<file path="config.mk">
export PLATFORM = sky130hd
export DESIGN_NAME = rsi_queue
export DESIGN_NICKNAME = d
export VERILOG_FILES = /design/src/rsi_queue.sv
export SDC_FILE = /design/constraint.sdc
export NUM_CORES = 1
export LEC_CHECK = 0
export BUFFER_PORTS_ARGS = -buffer_cell sky130_fd_sc_hd__buf_4
export CORE_ASPECT_RATIO = 1.25
export CORE_UTILIZATION = 55
export CTS_CLUSTER_SIZE = 10
export DETAILED_ROUTE_END_ITERATION = 10
export GPL_TIMING_DRIVEN = 0
export PLACE_DENSITY = 0.75
export RECOVER_POWER = 100
export SYNTH_ARGS = -nofsm -noshare
export SYNTH_HDL_FRONTEND = slang
export SYNTH_SLANG_ARGS = --single-unit
</file>
<file path="constraint.sdc">
create_clock -name clk -period 2.3 [get_ports clk]
set_input_delay 0.46 -clock clk [delete_from_list [all_inputs] [get_ports clk]]
set_output_delay 0.46 -clock clk [all_outputs]
set_load 0.01 [all_outputs]
</file>
<file path="src/rsi_queue.sv">
// ----------------------------------------------------------------------------
// rsi_queue
// Word queue: storage array with a registered read into a head register.
// ----------------------------------------------------------------------------
module rsi_queue #(
  parameter int W     = 8,
  parameter int DEPTH = 16
) (
  input  logic         clk,
  input  logic         rst_n,
  input  logic         push,
  input  logic [W-1:0] din,
  input  logic         pop,
  output logic         valid,
  output logic [W-1:0] dout
);

  localparam int PW = $clog2(DEPTH);
  localparam int CW = $clog2(DEPTH + 1);

  logic [W-1:0]  mem [DEPTH];
  logic [PW-1:0] wptr_r, rptr_r;
  logic [CW-1:0] count_r, count_nxt;
  logic [W-1:0]  head_r;
  logic          head_valid_r;
  logic          load;

  assign load = (count_r != '0) && (!head_valid_r || pop);

  always_comb begin
    count_nxt = count_r;
    if (push && !load) begin
      count_nxt = count_r + CW'(1);
    end else if (!push && load) begin
      count_nxt = count_r - CW'(1);
    end
  end

  always_ff @(posedge clk) begin
    if (push) begin
      mem[wptr_r] <= din;
    end
    if (load) begin
      head_r <= mem[rptr_r];
    end
  end

  always_ff @(posedge clk) begin
    if (!rst_n) begin
      wptr_r       <= '0;
      rptr_r       <= '0;
      count_r      <= '0;
      head_valid_r <= 1'b0;
    end else begin
      count_r <= count_nxt;
      if (push) begin
        wptr_r <= wptr_r + PW'(1);
      end
      if (load) begin
        rptr_r       <= rptr_r + PW'(1);
        head_valid_r <= 1'b1;
      end else if (pop) begin
        head_valid_r <= 1'b0;
      end
    end
  end

  assign valid = head_valid_r;
  assign dout  = head_r;

endmodule

</file>
==> Yosys cells after proc, flatten, opt, wreduce, memory -nomap -nowiden <==
Memory sizes are Yosys's and may differ from the RTL's. A register that Yosys moved wholly into a read port is not among the register bits.
Cells that the tools add are included.
{ "totals": {"mem_count": 1, "ram_bits": 128, "register_bits": 14, "output_inout_bits": 9} }
{ "mem_list": {"columns": ["name", "words", "width", "read_ports", "rd_clocked_by_memory_dff", "wr", "line", "source"], "rows": [
  ["mem", 16, 8, 1, 1, 1, "21", "logic [W-1:0] mem [DEPTH];"]
]} }
{ "op_classes": {"mux": 6, "n_addsub": 4, "n_reduce_logical": 10} }
{ "op_table": {"columns": ["op", "n"], "rows": [
  ["5-bit two-way mux", 2],
  ["4-bit by 1-bit adder with 4-bit output, second input constant", 2],
  ["5-bit by 1-bit adder with 5-bit output, second input constant", 1],
  ["5-bit nonzero test", 1],
  ["5-bit by 1-bit subtractor with 5-bit output, second input constant", 1],
  ["1-bit two-way mux", 4],
  ["2-bit nonzero test", 2],
  ["1-bit logical AND", 3],
  ["1-bit logical NOT", 3],
  ["1-bit logical OR", 1]
]} }

==> Logic depth before layout (Yosys ltp) <==
Gate-level depths: netlist of the first run.
{ "logic_depth": {"ltp_word": 6, "mapped_depth": 9, "depth_no_buf": 9} }

==> Least setup slack after synthesis of the first run <==
Ideal clock, no wire load.
{ "synth_timing": {"path_kind": "reg2reg", "from": "reg count_r[0]", "to": "reg count_r[3]", "required_ns": 2.238, "setup_slack_ns": -0.244, "period_less_slack_ns": 2.544, "arrival_time_ns": 2.482, "path_buffers": 0, "stages_incl_launch_ff": 10, "path_cell_list": "dfxtp_1 -> or4_4 -> o21ai_4 -> ha_1 -> inv_1 -> ha_1 -> a21o_2 -> a21oi_1 -> or4b_2 -> nand3_1"} }
{ "synth_via": {"elab_chain_cells": 5, "elab_cells_between_ends": 10, "cone_classes": "add/sub (2); mux (2); reduce/logical (6)"} }
{ "synth_lines": {"columns": ["item", "line", "source"], "rows": [
  ["start, declared", "23", "logic [CW-1:0] count_r, count_nxt;"],
  ["start signal, assigned", "55", "count_r <= count_nxt;"],
  ["branches (longest 5 deep; another with 5-bit by 1-bit subtractor with 5-bit output)", null, null]
]} }
Several ways; the timed one is not identified. The select of a mux whose other input is x is not followed.
A chain may end at the register's enable or synchronous reset.

==> Worst setup path after layout of the first run <==
{ "layout_timing": {"from": "reg count_r[3]", "to": "reg count_r[4]"} }
Same word-level chain as after synthesis.

==> impl_summary.md, run 1 <==
Synthesis
Of the post-synthesis cell area, the dominant cell type holds 0.6864. The most instantiated flip-flop cell in the synthesis netlist is sky130_fd_sc_hd__edfxtp_1. The synthesized instance count is 308. In this run, synthesis inferred approximately 140 flip-flops with an integrated enable. Yosys attributes the largest share of cell area to sky130_fd_sc_hd__edfxtp_1 69%, sky130_fd_sc_hd__mux4_2 12%, sky130_fd_sc_hd__dfxtp_1 4.7%, sky130_fd_sc_hd__and2_1 2.5%, sky130_fd_sc_hd__a22oi_1 2.0%. After synthesis, the mean cell area works out to 19.32 sq um.

The largest area contributor in the synthesized netlist is sky130_fd_sc_hd__edfxtp_1. The netlist area before placement is 5949 sq um. After synthesis the netlist holds a flip-flop and latch count of 150.

The total nets after synthesis is between 300 and 400. The share of flip-flops with an asynchronous set or reset is 0. The Yosys step of the flow raised 0 warnings. The sequential area share after synthesis is 0.7335. The count of distinct cell types in the synthesized netlist is 36.

Finish
The count of cells in the finished layout, fillers not included, comes to about 500. The fraction of final layout cells sized beyond drive strength 1 is 0.2486. The most frequent standard cell in the layout excluding fill and tap cells is sky130_fd_sc_hd__edfxtp_1. The final layout net count is between 300 and 400. From synthesis to final layout, the design area changed by 15.37%.

The library cells used most frequently in the layout, excluding fill and tap cells, are 136 x sky130_fd_sc_hd__edfxtp_1, 32 x sky130_fd_sc_hd__mux4_2, 25 x sky130_fd_sc_hd__clkbuf_1. The number of filler cells placed in the layout is slightly above 700. The end-of-flow core utilization is 0.6498.

Summing all multi-input logic gate instances after layout gives 1556 sq um. The antenna diode count is 0. The register area is between 4000 and 5000 sq um.

Status
The flow ran to the end, but the final reports show violations. The final reports fail on negative setup slack.

Power
The leakage dissipation is approximately 2.2 nW. The peak supply drop is ~0.66 mV. Dividing total power by cell area gives a power density of ~1100 nW/um^2.

The design draws between 7 and 8 mW.

STA
The slew of the pin with the lowest slew margin is around 0.81 ns. The total count of max-transition violations in the final report is 0. Of the available clock period, the critical path in the final layout requires 1.048. The worst-case setup margin in the final layout is -0.1097 ns.

The final hold violation count was 0. The achievable clock frequency is 415.0 MHz. Setup repair after global routing could not meet its margin everywhere. The number of setup violations in the final report is 2. In this run the tightest slew margin relative to its limit is 0.4620. The clock skew is roughly 0.0048 ns. After layout, the minimum clock period comes to around 2.4 ns.

Critical path
The critical path arrival is between 2 and 3 ns. Traced cell by cell, the critical path runs through or4_4 > o21ai_4 > ha_4 > inv_4 > ha_1 > nand3_1 > a211oi_1 > a31oi_1 > mux2i_1. In this design, the stage delay of the slowest critical-path cell is 0.56 ns. The worst setup path is launched from a flop.

The type of the setup path with the least slack is flop to flop. The worst-path cell with the longest stage delay is sky130_fd_sc_hd__or4_4. STA classifies the critical path endpoint as a flop. Counting cells, the worst reg-to-reg path comes to 9. Of all nets on the critical path, the largest fanout is 5. The worst endpoint required time is 2.60 ns.

Clock tree
The register clock-pin slew on the reported worst setup and hold paths is roughly 0.060 ns. The number of buffers added by the clock tree synthesis step is 17. The clock tree root driver cell is sky130_fd_sc_hd__clkbuf_16. The clock insertion delay at the later pin of the skew report is roughly 0.42 ns. The number of buffers on the longest clock path is 2. CTS saw 150 sinks. After clock tree synthesis, the flow added hold-fix buffers numbering 0.

The clock tree from TritonCTS is yes. The H-tree was split into 4 levels.

Floorplanning
The total area inside the core boundary comes to around 11000 sq um. The area of the die is between 10000 and 15000 sq um. The number of rows created at floorplan is 42. The total I/O pin count is 21.

The effective utilization at floorplan is 0.5633. The overall die width is around 95 microns. The chip height is approximately 120 microns.

Min path
The worst hold path was traced through 2 stages. The min-delay analysis places its worst path in the category input port to flop.

Drt
In this run, the number of DRC markers left after iteration 0 of detailed routing was approximately 240. The via total after detailed routing is roughly 3000. The routed wire length is roughly 11000 microns.

Once detail routing completed, the nets flagged for antenna violations numbered 0. The via count normalized by instance count is 5.976. The detailed-routing iteration count for the pre-antenna-repair pass is 4. In the routed design, unresolved DRC markers number 0.

After detailed routing, the average wire length per cell comes to roughly 22 microns.

Run
Max-cap violations in this run came to 0.

Global route
The maximum number of pins on one net before global-route repair is 17. The global-route usage over all layers is 0.2251. The number of global-route vias before repair is a little over 3000. The global-route wire length before repair is 17110 microns. The residual overflow from global routing is 0. The initial antenna violation count is 0.

Placed design
The count of buffers added on input and output ports is 20. Summed over all nets, the half-perimeter wirelength after detailed placement is approximately 7100 microns. The instance count after placement with tap cells included is 460. The congestion estimate from routability-driven global placement came to about 0.76.
[cells in the mapped netlist (all sizes together) (2+ instances only)]
library cell / number
a21boi: 2
a21oi: 2
a22oi: 16
and2: 24
buf: 8
clkbuf: 6
dfxtp: 14
edfxtp: 136
ha: 9
inv: 4
mux2i: 4
mux4: 32
nand2: 13
nand2b: 2
nand3: 4
nor2: 5
nor2b: 5
o21ai: 3
xnor2: 6
[layer usage]
layer | global-route usage | vias up | wire length (microns)
li1 | - | 1321 | -
met1 | 0.2910 | 1557 | 4657
met2 | 0.3566 | 83 | 5799
met3 | 0.05663 | 15 | 495
met4 | 0.1061 | 0 | 233
met5 | 0 | - | 0
[power breakdown]
part           switching [mW]  internal (mW)
sequential             0.0812           3.19
clock                    1.01           1.57
combinational           0.965          0.895
total                    2.06           5.65
[final timing paths]
path	start	endpoint	slack, ns
setup / recovery	count_r[3]	count_r[4]	-0.11
hold / removal	rst_n	count_r[1]	0.34
setup reg to reg	count_r[3]	count_r[4]	-0.11
hold reg to reg	count_r[4]	count_r[4]	0.56
[critical path: cells and delay by family (launching register included)]
kind	cells	cell delay, ns
AOI/OAI and AO/OA	3	0.58
muxes	1	0.13
buffers and inverters	1	0.06
and+or+nand+nor	2	0.69
DFF	1	0.32
adders and majority gates	2	0.51
[per-stage QoR]
step	setup WS, ns	hold WS (ns)	instance area (sq um)	TNS (ns)
2_1_floorplan	-0.1197	0.4940	5974	-0.2040
3_3_place_gp	-0.2731	0.5113	6290	-0.6320
3_5_place_dp	-0.3253	0.5334	6290	-0.7506
4_1_cts	-0.004021	0.3285	6905	-0.004021
5_1_grt	-0.1515	0.3356	6864	-0.2325
6_report	-0.1097	0.3363	6864	-0.1257
[area by class of cell]
cell class              instances  area share
clock inverters                12     0.01641
multi-input cells             140      0.2268
flip-flops and latches        150      0.6367
inverters                       4    0.002552
well taps                     132     0.02406
clock buffers                  19     0.06307
plain buffers                  14     0.01021
repair buffers                 27     0.02023
[cell families after synthesis]
logic type / after synthesis / share of synthesized area
flip-flops: 150 / 0.7335
AND/OR/NAND/NOR: 60 / 0.05700
multiplexers: 36 / 0.1279
AO/OA/AOI/OAI: 27 / 0.03470
buffers and inverters: 18 / 0.01430
adder cells (fa/ha/maj): 10 / 0.02229
XOR/XNOR: 7 / 0.01031
[flip-flops by register name, summed over array words and instances (netlist names)]
register / flops
valid: 1
wptr_r: 4
dout: 8
rptr_r: 4
mem: 128
count_r: 5
[repair_timing]
| item | in CTS | in global routing |
|---|---|---|
| setup buffers | 4 | 3 |
| cloned | 0 | 0 |
| setup endpoints to repair | 3 | 2 |
| resized for setup | 8 | 0 |
| pin swaps | 4 | 0 |
No activity file was read; power rests on OpenSTA's default activity.
==> inputs of run 2 (changes only) <==
==> constraint.sdc (replaced) <==
create_clock -name clk -period 2.3 [get_ports clk]
set_input_delay 0.46 -clock clk [delete_from_list [all_inputs] [get_ports clk]]
set_output_delay 0.46 -clock clk [all_outputs]
set_load 0.1 [all_outputs]
==> run 2 against run 1 <==
  * The run still ends with negative setup slack left
  * Cell area up 0.67%
  * Critical path depth unchanged
  * Global-route usage down 0.59 points
  * Final cell count down 0.40%
  * Die area unchanged
  * Sequential share of layout area down 0.43 points
  * Via count down 3.1%
  * Largest cell class unchanged
  * Clock skew up 0.0062 ns
  * First-iteration DRC count down 7.1%
  * Flip-flop and latch count unchanged
  * Critical endpoint is now count_r[3]
  * Register-to-register slack better by 0.09 ns
==> impl_summary.md, run 2 (synthesis results as in run 1) <==
Global route
The global-route wire length before repair is 17070 microns (-0.25%). The initial antenna violation count came to 0 (unchanged). The residual overflow from global routing came to 0 (unchanged). The number of global-route vias before repair is 3092 (+0.49%). The global-route usage over all layers is 0.2192 (-0.005864). The maximum number of pins on one net before global-route repair was 17 (unchanged).

STA
The slew of the pin with the lowest slew margin came to 0.8298 ns (+0.02280 ns). The achievable clock frequency is 430.8 MHz (+3.8%). The number of setup violations in the final report is 2 (unchanged).

The clock skew came to 0.01096 ns (+0.006170 ns). The post-route fraction of the period consumed by the critical path was 1.009 (-0.03854). The worst slew margin relative to its limit is 0.4468 (-0.01520). Setup repair after global routing could not meet its margin everywhere.

The final critical delay including setup and external delays is 2.321 ns (-0.08864 ns). The worst hold margin was 0.3419 ns (+0.005635 ns). The final hold violation count is 0 (unchanged). The total count of max-transition violations in the final report is 0 (unchanged). The worst-case setup margin in the final layout is -0.02105 ns (+0.08864 ns).

Clock tree
The post-cts hold buffer count was 0 (unchanged). The number of clock sinks is 150 (unchanged). The clock insertion delay at the later pin of the skew report came to 0.41 ns (about the same). TritonCTS built the clock tree.

The H-tree depth reported by CTS came to 4 (unchanged). The root buffer cell chosen for the clock tree is sky130_fd_sc_hd__clkbuf_16. The number of buffers added by the clock tree synthesis step is 17 (unchanged).

The number of buffers on the longest clock path was 2 (unchanged). The register clock-pin slew on the reported worst setup and hold paths is 0.06 ns (about the same).

Floorplanning
The area of the die is 11240 sq um (unchanged). The total I/O pin count came to 21 (unchanged). The standard cell core area is 10560 sq um (unchanged). The effective utilization at floorplan came to 0.5633 (unchanged). The number of rows created at floorplan is 42 (unchanged). The overall die width is 95.03 microns (unchanged). The chip height is 118.3 microns (unchanged).

Finish
The fraction of final layout cells sized beyond drive strength 1 is 0.2720 (+0.02334). The library cells used most frequently in the layout, excluding fill and tap cells, are 136 x sky130_fd_sc_hd__edfxtp_1, 32 x sky130_fd_sc_hd__mux4_2, 21 x sky130_fd_sc_hd__and2_1. The library cell used most frequently in the layout, excluding fill and tap cells, is sky130_fd_sc_hd__edfxtp_1. The final cell count without fillers is 496 (-0.40%). Relative to the synthesized area, the layout overhead comes to 16.15%. The register with the highest flop count is mem. The antenna diode count came to 0 (unchanged). The final layout net count is 373 (-0.80%). The flip-flop count of the largest register after layout is 128 (unchanged). The number of filler cells placed in the layout is 704 (-0.56%).

Critical path
The start point of the critical path is count_r[3]. The largest driver fanout on the critical path is 5 (unchanged). The endpoint type of the worst setup path is a flop. The destination of the worst register-to-register timing path is count_r[3]. The worst-case reg-to-reg path depth was 9 (unchanged). STA classifies the critical path startpoint as a flop.

The type of the setup path with the least slack is flop to flop. The worst endpoint required time is 2.65 ns (+0.05 ns). The critical path arrival was 2.67 ns (-0.04 ns). The worst reg-to-reg setup slack came to -0.02 ns (+0.09 ns). The reg-to-reg critical path startpoint is count_r[3].

Drt
The remaining number of nets flagged by the antenna check after routing came to 0 (unchanged). The via count normalized by instance count is 5.813 (-2.7%). The post-route DRC violation count was 0 (unchanged). The wire length per cell is 22.05 microns (-1.8%). The via total after detailed routing was 2883 (-3.1%).

The number of DRC violations after detailed-routing iteration 0 is 224 (-7.1%). The routed wire length was 10940 microns (-2.2%). The detailed-routing iteration count for the pre-antenna-repair pass is 5 (+1).

Status
The run finished, with violations left. The final reports fail on negative setup slack.

Run
The number of maximum-capacitance violations came to 0 (unchanged).

Placed design
The instance count after placement with tap cells included is 460 (unchanged). The number of port buffers is 20 (unchanged). The final weighted congestion in routability-driven placement was 0.7312 (-3.4%). The total half-perimeter wirelength after legalization and detailed placement is 7182 microns (+1.1%).

Min path
The worst hold path begins at rst_n. In this run the worst hold path is classified as input port to flop. For hold timing, the worst endpoint is count_r[1].

The number of stages on the worst hold path is 2 (unchanged).

Power
The peak supply drop was 0.7016 mV (+6.3%). The power density over cell area is 1210 nW/um^2 (+7.7%). The leakage dissipation is 2.291 nW (+2.1%).
run 2: cell count changes in the layout (fill, tap and decap cells not counted):
cell	before	now
sky130_fd_sc_hd__clkinv_1	2	0
sky130_fd_sc_hd__and2_1	8	21
sky130_fd_sc_hd__buf_4	12	18
sky130_fd_sc_hd__and2_0	16	3
sky130_fd_sc_hd__clkinv_2	6	5
sky130_fd_sc_hd__clkbuf_8	0	3
sky130_fd_sc_hd__clkbuf_1	25	17
sky130_fd_sc_hd__inv_4	1	0
sky130_fd_sc_hd__inv_6	0	1
run 2: through the flow:
| step | setup TNS (ns) | total power [mW] | worst slack, ns | cell area, sq um | util |
|---|---|---|---|---|---|
| 2_1_floorplan | -0.2040 | 5.134 | -0.1197 | 5976 | - |
| 3_3_place_gp | -0.6475 | 5.605 | -0.2795 | 6291 | 0.5956 |
| 3_5_place_dp | -0.7661 | 5.666 | -0.3178 | 6291 | 0.5956 |
| 4_1_cts | -0.02076 | 8.384 | -0.01259 | 6922 | 0.6553 |
| 5_1_grt | -0.1466 | 8.694 | -0.07986 | 6910 | 0.6542 |
| 6_report | -0.02892 | 8.362 | -0.02105 | 6910 | 0.6542 |
run 2: critical path, cell delays in order (launching register included):
cell and delay, ns:
sky130_fd_sc_hd__dfxtp_2 0.32, sky130_fd_sc_hd__or4_4 0.56, sky130_fd_sc_hd__o21ai_4 0.18, sky130_fd_sc_hd__ha_4 0.18
sky130_fd_sc_hd__inv_6 0.05, sky130_fd_sc_hd__ha_4 0.25, sky130_fd_sc_hd__a21o_2 0.12, sky130_fd_sc_hd__a21oi_2 0.06
sky130_fd_sc_hd__or4b_4 0.48, sky130_fd_sc_hd__nand3_2 0.06
run 2: power by group:
part	internal (mW)	switching, mW	total (mW)
registers	3.19	0.0810	3.27
clock network	1.67	0.989	2.66
logic	0.933	1.50	2.43
run 2: routing by layer:
metal | up-vias | track usage | wire (microns)
li1 | 1311 | - | -
met1 | 1493 | 0.2936 | 4542
met2 | 74 | 0.3543 | 5815
met3 | 5 | 0.05598 | 479
met4 | 0 | 0.06629 | 101
met5 | - | 0 | 0
run 2: worst max-delay path by stage:
stage / end / slack [ns] / cells after the start
4_1_cts: count_r[4] / -0.01 / 9
3_3_place_gp: count_r[4] / -0.28 / 9
5_1_grt: count_r[4] / -0.08 / 9
6_report: count_r[3] / -0.02 / 9
2_1_floorplan: count_r[3] / -0.12 / 9
3_5_place_dp: count_r[4] / -0.32 / 9
run 2: layout make-up:
| cell class | count | area (sq um) | area share |
|---|---|---|---|
| well taps | 132 | 165.2 | 0.02390 |
| multi-input cells | 140 | 1556 | 0.2252 |
| inverters | 4 | 20.02 | 0.002897 |
| clock buffers | 23 | 478.0 | 0.06917 |
| clock inverters | 9 | 100.1 | 0.01448 |
| flip-flops and latches | 150 | 4370 | 0.6324 |
| plain buffers | 14 | 70.07 | 0.01014 |
| repair buffers | 24 | 150.1 | 0.02173 |
run 2: timing repair:
action	CTS	global route
endpoints found under the setup margin	3	2
resized for setup	5	3
pin swaps	4	0
buffers inserted	4	0
